**config.mk**
```make
export PLATFORM = sky130hd
export DESIGN_NAME = multichannel_square_tone_generator_top
export DESIGN_NICKNAME = d
export VERILOG_FILES = /design/src/mcstg_pkg.sv /design/src/multichannel_square_tone_generator_top.sv
export VERILOG_INCLUDE_DIRS = /design/src /design/src/src
export SDC_FILE = /design/constraint.sdc
export NUM_CORES = 2
export LEC_CHECK = 0
export ABC_AREA = 0
export BUFFER_PORTS_ARGS = -buffer_cell sky130_fd_sc_hd__buf_2
export CAP_MARGIN = 20
export CORE_MARGIN = 2
export CORE_UTILIZATION = 60
export DETAILED_ROUTE_END_ITERATION = 7
export PLACE_DENSITY = 0.74
export SLEW_MARGIN = 20
export SYNTH_ARGS = -nofsm -noshare
export SYNTH_HDL_FRONTEND = slang
export SYNTH_SLANG_ARGS = --single-unit
```
**constraint.sdc**
```tcl
create_clock -name clk -period 19 [get_ports clk]
set_input_delay 5.7 -clock clk [delete_from_list [all_inputs] [get_ports clk]]
set_output_delay 5.7 -clock clk [all_outputs]
set_load 0.005 [all_outputs]
```
**src/multichannel_square_tone_generator_top_assert.svh**
```systemverilog
// Assertion macros for the square tone generator.
// Each macro expects signals named clk and arst_n in the including module.
`ifndef MULTICHANNEL_SQUARE_TONE_GENERATOR_TOP_ASSERT_SVH
`define MULTICHANNEL_SQUARE_TONE_GENERATOR_TOP_ASSERT_SVH

// The consequent must hold in the same cycle as the antecedent.
`define MCSTG_ASSERT_SAME(label, ante, cons, msg) \
	label: assert property (@(posedge clk) disable iff (!arst_n) (ante) |-> (cons)) \
		else $error(msg);

// The consequent must hold in the cycle after the antecedent.
`define MCSTG_ASSERT_NEXT(label, ante, cons, msg) \
	label: assert property (@(posedge clk) disable iff (!arst_n) (ante) |=> (cons)) \
		else $error(msg);

`endif

```
**src/mcstg_pkg.sv**
```systemverilog
// Package for the square tone generator: operation codes, note period table,
// and the noise generator helpers. Depends on nothing else.
package mcstg_pkg;

	localparam int PeriodW = 17;
	localparam int DutyW   = 7;
	localparam int LfsrW   = 16;
	localparam int LevelsW = 4;
	localparam int ProdW   = PeriodW + DutyW;

	localparam logic [DutyW-1:0] DutyReset = 7'd50;
	localparam logic [DutyW-1:0] DutyMax   = 7'd100;
	localparam logic [LfsrW-1:0] LfsrSeed  = 16'hACE1;

	localparam int Modulus    = 100;
	localparam int RecipShift = 22;
	localparam int RecipMod   = (1 << RecipShift) / Modulus;

	typedef enum logic [2:0] {
		OP_TICK     = 3'd0,
		OP_NOTE_ON  = 3'd1,
		OP_NOTE_OFF = 3'd2,
		OP_SET_DUTY = 3'd3,
		OP_NOISE_ON = 3'd4
	} op_t;

	typedef logic [PeriodW-1:0] period_t;

	localparam period_t NotePeriod [128] = '{
		17'd122312, 17'd115447, 17'd108967, 17'd102851, 17'd97079, 17'd91630,
		17'd86487, 17'd81633, 17'd77051, 17'd72727, 17'd68645, 17'd64792,
		17'd61156, 17'd57723, 17'd54483, 17'd51425, 17'd48539, 17'd45815,
		17'd43243, 17'd40816, 17'd38525, 17'd36363, 17'd34322, 17'd32396,
		17'd30578, 17'd28861, 17'd27241, 17'd25712, 17'd24269, 17'd22907,
		17'd21621, 17'd20408, 17'd19262, 17'd18181, 17'd17161, 17'd16198,
		17'd15289, 17'd14430, 17'd13620, 17'd12856, 17'd12134, 17'd11453,
		17'd10810, 17'd10204, 17'd9631, 17'd9090, 17'd8580, 17'd8099,
		17'd7644, 17'd7215, 17'd6810, 17'd6428, 17'd6067, 17'd5726,
		17'd5405, 17'd5102, 17'd4815, 17'd4545, 17'd4290, 17'd4049,
		17'd3822, 17'd3607, 17'd3405, 17'd3214, 17'd3033, 17'd2863,
		17'd2702, 17'd2551, 17'd2407, 17'd2272, 17'd2145, 17'd2024,
		17'd1911, 17'd1803, 17'd1702, 17'd1607, 17'd1516, 17'd1431,
		17'd1351, 17'd1275, 17'd1203, 17'd1136, 17'd1072, 17'd1012,
		17'd955, 17'd901, 17'd851, 17'd803, 17'd758, 17'd715,
		17'd675, 17'd637, 17'd601, 17'd568, 17'd536, 17'd506,
		17'd477, 17'd450, 17'd425, 17'd401, 17'd379, 17'd357,
		17'd337, 17'd318, 17'd300, 17'd284, 17'd268, 17'd253,
		17'd238, 17'd225, 17'd212, 17'd200, 17'd189, 17'd178,
		17'd168, 17'd159, 17'd150, 17'd142, 17'd134, 17'd126,
		17'd119, 17'd112, 17'd106, 17'd100, 17'd94, 17'd89,
		17'd84, 17'd79
	};

	function automatic logic [LfsrW-1:0] lfsr_step(input logic [LfsrW-1:0] s);
		logic fb;
		fb = s[0] ^ s[2] ^ s[3] ^ s[5];
		return {fb, s[LfsrW-1:1]};
	endfunction

	// The reciprocal is rounded down, so the quotient is at most one short.
	function automatic logic [DutyW-1:0] mod100(input logic [LfsrW-1:0] x);
		logic [31:0] prod;
		logic [9:0]  q;
		logic [16:0] r;
		prod = 32'(x) * 32'(RecipMod);
		q    = prod[31:RecipShift];
		r    = 17'(x) - 17'(q) * 17'(Modulus);
		if (r >= 17'(Modulus)) begin
			r = r - 17'(Modulus);
		end
		return r[DutyW-1:0];
	endfunction

endpackage

```
**src/multichannel_square_tone_generator_top.sv**
```systemverilog
// Square tone generator with up to CHANNELS channels and a word-wide level output.
// Depends on mcstg_pkg and the assertion macro header.
// An accepted item's levels word is registered in the output or skid register.
// Throughput: one word per clock; a skid register keeps input open while a
// finished word waits, and the input stalls only when both are full.
// Reset clears all channel state to silent, duty 50, and seeds the noise LFSR.
`include "multichannel_square_tone_generator_top_assert.svh"

module multichannel_square_tone_generator_top #(
	parameter int CHANNELS = 4
) (
	input  logic       clk,
	input  logic       arst_n,
	input  logic       cfg_wr_en,
	input  logic [2:0] cfg_wr_data,
	input  logic       in_valid,
	output logic       in_stall,
	input  logic [2:0] operation,
	input  logic [1:0] channel,
	input  logic [6:0] note,
	input  logic [6:0] duty_percent,
	output logic       out_valid,
	input  logic       out_stall,
	output logic [3:0] levels
);

	localparam int CntW = $clog2(CHANNELS + 1);
	localparam int LvlN = (CHANNELS < mcstg_pkg::LevelsW) ? CHANNELS : mcstg_pkg::LevelsW;

	logic [2:0]                       count_q;
	mcstg_pkg::period_t               period_q [CHANNELS];
	mcstg_pkg::period_t               phase_q  [CHANNELS];
	logic [mcstg_pkg::DutyW-1:0]      duty_q   [CHANNELS];
	logic [CHANNELS-1:0]              noise_q;
	logic [CHANNELS-1:0]              level_q;
	logic [mcstg_pkg::LfsrW-1:0]      lfsr_q;

	mcstg_pkg::period_t               period_nx [CHANNELS];
	mcstg_pkg::period_t               phase_nx  [CHANNELS];
	logic [mcstg_pkg::DutyW-1:0]      duty_nx   [CHANNELS];
	logic [CHANNELS-1:0]              noise_nx;
	logic [CHANNELS-1:0]              level_nx;
	logic [mcstg_pkg::LfsrW-1:0]      lfsr_nx;

	logic [mcstg_pkg::LfsrW-1:0]      lfsr_steps [CHANNELS+1];
	logic [mcstg_pkg::DutyW-1:0]      draw_val   [1:CHANNELS];
	logic [3:0]                       levels_new;

	logic       accept;
	logic       out_take;
	logic       out_valid_q;
	logic       skid_valid_q;
	logic [3:0] levels_q;
	logic [3:0] skid_levels_q;

	assign accept   = in_valid && !skid_valid_q;
	assign out_take = out_valid_q && !out_stall;
	assign in_stall = skid_valid_q;
	assign out_valid = out_valid_q;
	assign levels    = levels_q;

	// Noise draws for one, two, ... steps ahead of the current LFSR state.
	always_comb begin
		lfsr_steps[0] = lfsr_q;
		for (int k = 1; k <= CHANNELS; k++) begin
			lfsr_steps[k] = mcstg_pkg::lfsr_step(lfsr_steps[k-1]);
			draw_val[k]   = mcstg_pkg::mod100(lfsr_steps[k]);
		end
	end

	always_comb begin
		logic [CntW-1:0]              draws;
		logic [mcstg_pkg::PeriodW-1:0] ph1;
		logic [mcstg_pkg::ProdW-1:0]   thr_x100;
		logic [mcstg_pkg::ProdW-1:0]   ph_x100;
		logic [mcstg_pkg::DutyW-1:0]   sat_duty;
		draws    = '0;
		ph1      = '0;
		thr_x100 = '0;
		ph_x100  = '0;
		sat_duty = (duty_percent > mcstg_pkg::DutyMax) ? mcstg_pkg::DutyMax : duty_percent;
		lfsr_nx  = lfsr_q;
		for (int c = 0; c < CHANNELS; c++) begin
			period_nx[c] = period_q[c];
			phase_nx[c]  = phase_q[c];
			duty_nx[c]   = duty_q[c];
			noise_nx[c]  = noise_q[c];
			level_nx[c]  = level_q[c];
		end
		case (mcstg_pkg::op_t'(operation))
			mcstg_pkg::OP_TICK: begin
				for (int c = 0; c < CHANNELS; c++) begin
					ph1      = phase_q[c] + 1'b1;
					thr_x100 = {{mcstg_pkg::DutyW{1'b0}}, period_q[c]}
						* {{mcstg_pkg::PeriodW{1'b0}}, duty_q[c]};
					ph_x100  = mcstg_pkg::ProdW'(ph1) * mcstg_pkg::ProdW'(mcstg_pkg::Modulus);
					if ((32'(count_q) > c) && (period_q[c] != '0)) begin
						phase_nx[c] = ph1;
						level_nx[c] = (ph_x100 <= thr_x100);
						if (ph1 >= period_q[c]) begin
							phase_nx[c] = '0;
							if (noise_q[c]) begin
								duty_nx[c] = draw_val[draws + CntW'(1)];
								draws      = draws + CntW'(1);
							end
						end
					end
				end
				lfsr_nx = lfsr_steps[draws];
			end
			mcstg_pkg::OP_NOTE_ON: begin
				for (int c = 0; c < CHANNELS; c++) begin
					if (32'(channel) == c) begin
						period_nx[c] = mcstg_pkg::NotePeriod[note];
					end
				end
			end
			mcstg_pkg::OP_NOTE_OFF: begin
				for (int c = 0; c < CHANNELS; c++) begin
					if (32'(channel) == c) begin
						period_nx[c] = '0;
						noise_nx[c]  = 1'b0;
					end
				end
			end
			mcstg_pkg::OP_SET_DUTY: begin
				for (int c = 0; c < CHANNELS; c++) begin
					if (32'(channel) == c) begin
						duty_nx[c]  = sat_duty;
						noise_nx[c] = 1'b0;
					end
				end
			end
			mcstg_pkg::OP_NOISE_ON: begin
				for (int c = 0; c < CHANNELS; c++) begin
					if (32'(channel) == c) begin
						period_nx[c] = mcstg_pkg::NotePeriod[note];
						duty_nx[c]   = draw_val[1];
						noise_nx[c]  = 1'b1;
						lfsr_nx      = lfsr_steps[1];
					end
				end
			end
			default: begin
			end
		endcase
	end

	always_comb begin
		levels_new = '0;
		for (int c = 0; c < LvlN; c++) begin
			levels_new[c] = level_nx[c];
		end
	end

	always_ff @(posedge clk or negedge arst_n) begin
		if (!arst_n) begin
			count_q <= 3'd1;
		end else if (cfg_wr_en) begin
			count_q <= cfg_wr_data;
		end
	end

	always_ff @(posedge clk or negedge arst_n) begin
		if (!arst_n) begin
			for (int c = 0; c < CHANNELS; c++) begin
				period_q[c] <= '0;
				phase_q[c]  <= '0;
				duty_q[c]   <= mcstg_pkg::DutyReset;
			end
			noise_q <= '0;
			level_q <= '0;
			lfsr_q  <= mcstg_pkg::LfsrSeed;
		end else if (accept) begin
			for (int c = 0; c < CHANNELS; c++) begin
				period_q[c] <= period_nx[c];
				phase_q[c]  <= phase_nx[c];
				duty_q[c]   <= duty_nx[c];
			end
			noise_q <= noise_nx;
			level_q <= level_nx;
			lfsr_q  <= lfsr_nx;
		end
	end

	always_ff @(posedge clk or negedge arst_n) begin
		if (!arst_n) begin
			out_valid_q  <= 1'b0;
			skid_valid_q <= 1'b0;
		end else begin
			if (!out_valid_q || out_take) begin
				out_valid_q <= skid_valid_q || accept;
			end
			if (skid_valid_q && out_take) begin
				skid_valid_q <= 1'b0;
			end else if (accept && out_valid_q && !out_take) begin
				skid_valid_q <= 1'b1;
			end
		end
	end

	always_ff @(posedge clk) begin
		if (!out_valid_q || out_take) begin
			levels_q <= skid_valid_q ? skid_levels_q : levels_new;
		end
		if (accept) begin
			skid_levels_q <= levels_new;
		end
	end

	`MCSTG_ASSERT_SAME(a_skid_needs_out, skid_valid_q, out_valid_q,
		"Skid register holds a word while the output register is empty.")
	`MCSTG_ASSERT_NEXT(a_cmd_keeps_levels,
		accept && (operation != mcstg_pkg::OP_TICK), level_q == $past(level_q),
		"A command word changed the channel levels.")
	`MCSTG_ASSERT_NEXT(a_silent_holds, accept && (period_q[0] == '0),
		level_q[0] == $past(level_q[0]), "A silent channel changed its level.")
	`MCSTG_ASSERT_SAME(a_duty_range, 1'b1, duty_q[0] <= mcstg_pkg::DutyMax,
		"Channel duty exceeds one hundred percent.")

endmodule

```
Word-level counts from Yosys, hierarchy flattened
Memories as Yosys holds them, arrays and structs flattened.
Index checks and enable logic that the tools add are counted.
{"block": "totals", "register_bits": 201, "out_inout_bits": 6, "rom_bits": 2176, "in_bits": 27, "n_memories": 1}
{"block": "op_classes", "eq_ne": 40, "bitwise": 17, "mul": 16, "addsub": 15, "magnitude_cmp": 22, "muxes": 91, "reduce_logical": 45}
{"name": "(no name shown)", "depth": 128, "word_bits": 17, "rd": 1, "rd_clocked_by_memory_dff": 0, "wr": 0, "line_no": "multichannel_square_tone_generator_top.sv:137", "text": "period_nx[c] = mcstg_pkg::NotePeriod[note];"}
{"op": "$mux W17", "n": 14}
{"op": "$mux W7", "n": 31}
{"op": "$pmux W68 S2", "n": 1}
{"op": "$mul A16 B16 Y32 const B", "n": 4}
{"op": "$le A24 B24 Y1", "n": 4}
{"op": "$mul A17 B7 Y24", "n": 4}
{"op": "$mux W16", "n": 6}
{"op": "$mul A17 B5 Y22 const B", "n": 4}
{"op": "$pmux W28 S3", "n": 1}
{"op": "$add A17 B1 Y17 const B", "n": 4}
{"op": "$ge A17 B17 Y1", "n": 4}
{"op": "$ge A17 B7 Y1 const B", "n": 4}
{"op": "$reduce_bool A17 Y1", "n": 4}
{"op": "$sub A16 B17 Y17", "n": 4}
{"op": "$bmux W7 S3", "n": 3}
{"op": "$mul A10 B5 Y15 const B", "n": 4}
{"op": "$bmux W16 S3", "n": 1}
{"op": "$ne A2 B2 Y1 const B", "n": 24}
{"op": "$mux W3", "n": 13}
{"op": "$pmux W16 S2", "n": 1}
{"op": "$reduce_and A4 Y1", "n": 8}
{"op": "$reduce_and A7 Y1", "n": 4}
{"op": "$sub A7 B7 Y7 const B", "n": 4}
{"op": "$mux W1", "n": 17}
{"op": "27 further kinds", "n": 78}

Longest topological paths before layout
{"block": "logic_depth", "ltp_word": 25, "depth_mapped": 51, "depth_no_buf": 50}

Least setup slack after synthesis
Ideal clock, no wire load.
{"block": "synth_timing", "path_kind": "register to register", "from": "register lfsr_q[5] (netlist bit)", "to": "register duty_q[5] (netlist bit)", "arrival_time_ns": 11.535, "stages_incl_launch_ff": 50, "required_ns": 18.918, "period_less_slack_ns": 11.617, "setup_slack_ns": 7.383, "n_path_buf": 1, "setup_time_ns": 0.082, "path_cell_list": "dfstp_2 -> clkbuf_1 -> xnor2_1 -> xor2_1 -> inv_1 -> ha_1 -> inv_1 -> fa_1 -> fa_1 -> fa_1 -> inv_1 -> fa_1 -> fa_1 -> inv_1 -> ha_1 -> nand4_1 -> a211oi_1 -> o31ai_1 -> [14 not listed] -> o21bai_1 -> a21oi_1 -> o21bai_1 -> a21oi_1 -> o21bai_1 -> a21oi_1 -> xor2_1 -> ha_1 -> nor3b_1 -> a2111o_1 -> a2111oi_0 -> o2111ai_1 -> nor4_2 -> a31oi_1 -> xor2_1 -> a22oi_2 -> o311ai_1 -> o31a_1"}
{"block": "synth_between", "elab_chain_cells": 15, "word_cells_on_any_way": 38, "classes_between": "add/sub: 8; mul: 8; order compare: 4; mux: 12; bitwise: 6"}
{"item": "start: declaration", "line_no": "multichannel_square_tone_generator_top.sv:36", "text": "logic [mcstg_pkg::LfsrW-1:0] lfsr_q;"}
{"item": "start signal: assignment", "line_no": "multichannel_square_tone_generator_top.sv:173", "text": "lfsr_q <= mcstg_pkg::LfsrSeed;"}
{"item": "start signal: assignment", "line_no": "multichannel_square_tone_generator_top.sv:182", "text": "lfsr_q <= lfsr_nx;"}
{"item": "$xor A1 B1 Y1 (3 in a row)", "line_no": "mcstg_pkg.sv:56", "text": "fb = s[0] ^ s[2] ^ s[3] ^ s[5];"}
{"item": "$mul A16 B16 Y32", "line_no": "mcstg_pkg.sv:65", "text": "prod = 32'(x) * 32'(RecipMod);"}
{"item": "$mul A10 B5 Y15", "line_no": "mcstg_pkg.sv:67", "text": "r = 17'(x) - 17'(q) * 17'(Modulus);"}
{"item": "$sub A16 B17 Y17", "line_no": "mcstg_pkg.sv:67"}
{"item": "$ge A17 B7 Y1 / $sub A7 B7 Y7 (equally long branches)", "line_no": "mcstg_pkg.sv:68, mcstg_pkg.sv:69"}
{"item": "$mux W7", "line_no": "mcstg_pkg.sv:68", "text": "if (r >= 17'(Modulus)) begin"}
{"item": "$bmux W7 S3", "line_no": "multichannel_square_tone_generator_top.sv:103", "text": "duty_nx[c] = draw_val[draws + CntW'(1)];"}
{"item": "$mux W7 (implied by the code) (2 in a row)", "line_no": "multichannel_square_tone_generator_top.sv:103"}
{"item": "$mux W7", "line_no": "multichannel_square_tone_generator_top.sv:102", "text": "if (noise_q[c]) begin"}
{"item": "$mux W7", "line_no": "multichannel_square_tone_generator_top.sv:100", "text": "if (ph1 >= period_q[c]) begin"}
{"item": "$mux W7", "line_no": "multichannel_square_tone_generator_top.sv:97", "text": "if ((32'(count_q) > c) && (period_q[c] != '0)) begin"}
{"item": "$pmux W28 S3 (*)", "line_no": "multichannel_square_tone_generator_top.sv:90", "text": "case (mcstg_pkg::op_t'(operation))"}
{"item": "end signal: indexed assignment", "line_no": "multichannel_square_tone_generator_top.sv:169", "text": "duty_q[c] <= mcstg_pkg::DutyReset;"}
{"item": "end signal: indexed assignment", "line_no": "multichannel_square_tone_generator_top.sv:178", "text": "duty_q[c] <= duty_nx[c];"}
{"item": "end: declaration", "line_no": "multichannel_square_tone_generator_top.sv:33", "text": "logic [mcstg_pkg::DutyW-1:0] duty_q [CHANNELS];"}
Mark *: on every way between the ends. The rest lies on a longest branch, timed or not. The select of a mux whose other input is x is not followed.
A chain may end at the register's enable or synchronous reset.

Worst setup path after layout
{"block": "layout_timing", "from": "register lfsr_q[3] (netlist bit)", "to": "register duty_q[13] (netlist bit)"}
The elaborated chain is that of the path after synthesis.

==> results by group <==
Synth
  – Synth Area in Compound Gates: 0.133
  – Share of synthesized registers carrying an async set or reset: 0.960
  – Post-synthesis xor/xnor area fraction: 0.0543
  – Syn nets: 8525
  – Post-synthesis adder-cell area fraction: 0.476
  – Mapped Cells: 6706
  – YS warnings: 0
  – Post-synth EDFFs: 8
  – Simple-Gate Fraction of Synth Area: 0.137
  – Synth Flop Type: dfrtp_1
  – Mean instance size in the synthesized netlist: 8.54 sq um
  – Sequential area share after synthesis: 0.0889
  – Largest family of logic cells by synthesized area: adder cells
  – Post-synthesis cell area: 0.0573 sq mm
  – Synth cell types: 102
  – Synth Register Bits: 201
  – Mux cell area share after synthesis: 0.0154

Timing
  – Worst Max-Slew Pin Slew: 1120 ps
  – Final setup fails: 0
  – Fin. max-slew vios: 0
  – Final worst path period share: 0.684
  – Tmin final: 13000 ps
  – RSZ-0062 raised after global routing: no
  – Clk_skew: 41.0 ps
  – Fmax: 76.9 MHz
  – Setup Total Neg Slack: 0 ps
  – Rel. slew slack: 0.252
  – Fin. Hold Viols: 0

Clock tree
  – H-tree depth: 1
  – Total CTS buffers: 27
  – Post-CTS Setup Repair Bufs: 0
  – Hold_buf cts: 0
  – Clk slew on worst S/H paths: 60 ps
  – Worst-skew pair later-pin latency: 620 ps
  – CTS tree: done
  – Cts repair resizes: 0
  – Root Driver: clkbuf_16
  – Clk sinks: 201
  – CTS max path bufs: 3

Worst setup path
  – Cell family with most CP delay: adder cells
  – Setup CP Type: register to register
  – Slowest cell on crit path: xor2_2
  – WP buf/inv: 7
  – CP required: 19470 ps
  – Crit path DAT: 13470 ps
  – Largest stage delay, worst path: 620 ps
  – Crit end category: register
  – Worst-path maximum fanout: 17
  – CP startpoint kind: register

Worst hold path
  – Hold WC Path Type: register to register

Routing
  – WL per Instance: 18.4 microns
  – Post-route antenna net violation count: 0
  – Vias post-DR: 46000
  – Vias/cell: 5.86
  – Post-Route WL: 145 mm
  – First drt pass iteration count: 6
  – DRC viols: 0
  – DR iter-0 viols: 3344

Placement
  – DP Wirelength: 120 mm
  – Gp weighted congestion: 0.936
  – Port Buffer Count: 32

Final layout
  – # nets final: 8389
  – Multi-input gate area: 0.0468 sq mm
  – # fillers: 8265
  – Reg area: 0.00510 sq mm
  – Layout cells sized above 1: 0.0328
  – P&R area growth vs syn: 3.50%

Global route
  – GRT overflow: 0
  – Largest net degree at the start of global routing: 74
  – Total Routing Usage GR: 0.303
  – Antenna violations before repair: 6
  – Vias in the first global route: 47500
  – First-pass GRT wire length: 243 mm

Status
  – Status: finished clean

Run
  – Max-Cap Viols: 0

Die
  – Die Ht: 313 microns
  – Core ar.: 0.0949 sq mm
  – Ports: 33
  – Initial Utilization: 0.604
  – Die area: 0.0980 sq mm
  – FP Rows: 113
  – Die X: 313 microns
==> worst register-to-register path, delay by kind of cell (launching register included) <==
kind	cells	cell delay, ps
AO/OA/AOI/OAI	18	3900
buffers and inverters	7	860
XOR/XNOR	5	1520
flip-flops	1	340
AND/OR/NAND/NOR	7	1190
adder cells (fa/ha/maj)	12	5080
==> cells in the mapped netlist, types with 155 or more instances <==
cell | count | share of area
o21ai_0 | 338 | 0.030
dfrtp_1 | 172 | 0.075
clkbuf_1 | 200 | 0.013
xor2_1 | 162 | 0.025
a21oi_1 | 253 | 0.022
nand2_1 | 687 | 0.045
nor2_1 | 291 | 0.019
fa_1 | 647 | 0.23
ha_1 | 1145 | 0.25
xnor2_1 | 181 | 0.028
inv_1 | 1206 | 0.079
and2_1 | 155 | 0.017
==> routing by layer <==
metal | track usage | wire [microns]
met5 | 0 | 59
met4 | 0.110 | 5750
met3 | 0.0320 | 8150
met2 | 0.516 | 68800
met1 | 0.401 | 61900
==> final cells by class <==
cell class	instances	share of cell area
Multi-Input combinational cell	5064	0.789
Inverter	1210	0.0767
Antenna cell	1	0.0000422
Sequential cell	201	0.0859
Tap cell	1265	0.0267
Clock inverter	16	0.00279
Timing Repair Buffer	66	0.00717
Clock buffer	34	0.0120
==> stage by stage <==
step	area [sq um]	cells	hold slack (ps)	utilization	setup WS (ps)
2_1_floorplan	57300	6706	458	-	7380
3_3_place_gp	58400	7806	473	0.616	6090
3_5_place_dp	58400	7806	480	0.616	5720
4_1_cts	59300	7856	488	0.625	5730
5_1_grt	59300	7857	514	0.625	5170
6_report	59300	7857	490	0.625	6000
==> cell families after synthesis <==
group,count (synthesis)
buf+inv,1441
simple gates,1661
mux,78
compound gates,1186
fa+ha+maj,1792
xor+xnor,347
flops,201
==> layout by cell type, fill, tap and decap left out, types with 117 or more instances in the layout <==
master      n
inv_1    1206
ha_1     1145
nand2_1   687
fa_1      647
o21ai_0   338
nor2_1    290
a21oi_1   253
xnor2_1   180
dfrtp_1   172
xor2_1    161
and2_1    155
a21o_1    139
nand3_1   117
==> path summary, 6_finish.rpt <==
kind	slack (ps)	endpoint	startpoint	cells after the start
max	6000	duty_q[13]	lfsr_q[3]	49
min	490	noise_q[0]	noise_q[0]	1
max reg2reg	6000	duty_q[13]	lfsr_q[3]	49
min reg2reg	490	noise_q[0]	noise_q[0]	1
max in group asynchronous	11730	phase_q[14]	arst_n	3
min in group asynchronous	5060	phase_q[17]	arst_n	1
==> flip-flops by register name (all words and copies together), names as in the netlist <==
register	cells
count_q	3
duty_q	28
skid_levels_q	4
out_valid	1
lfsr_q	16
level_q	4
in_stall	1
levels	4
noise_q	4
phase_q	68
period_q	68
Power is not shown: default switching activity piles up to over one toggle a cycle in this logic, so the estimate is an artifact.
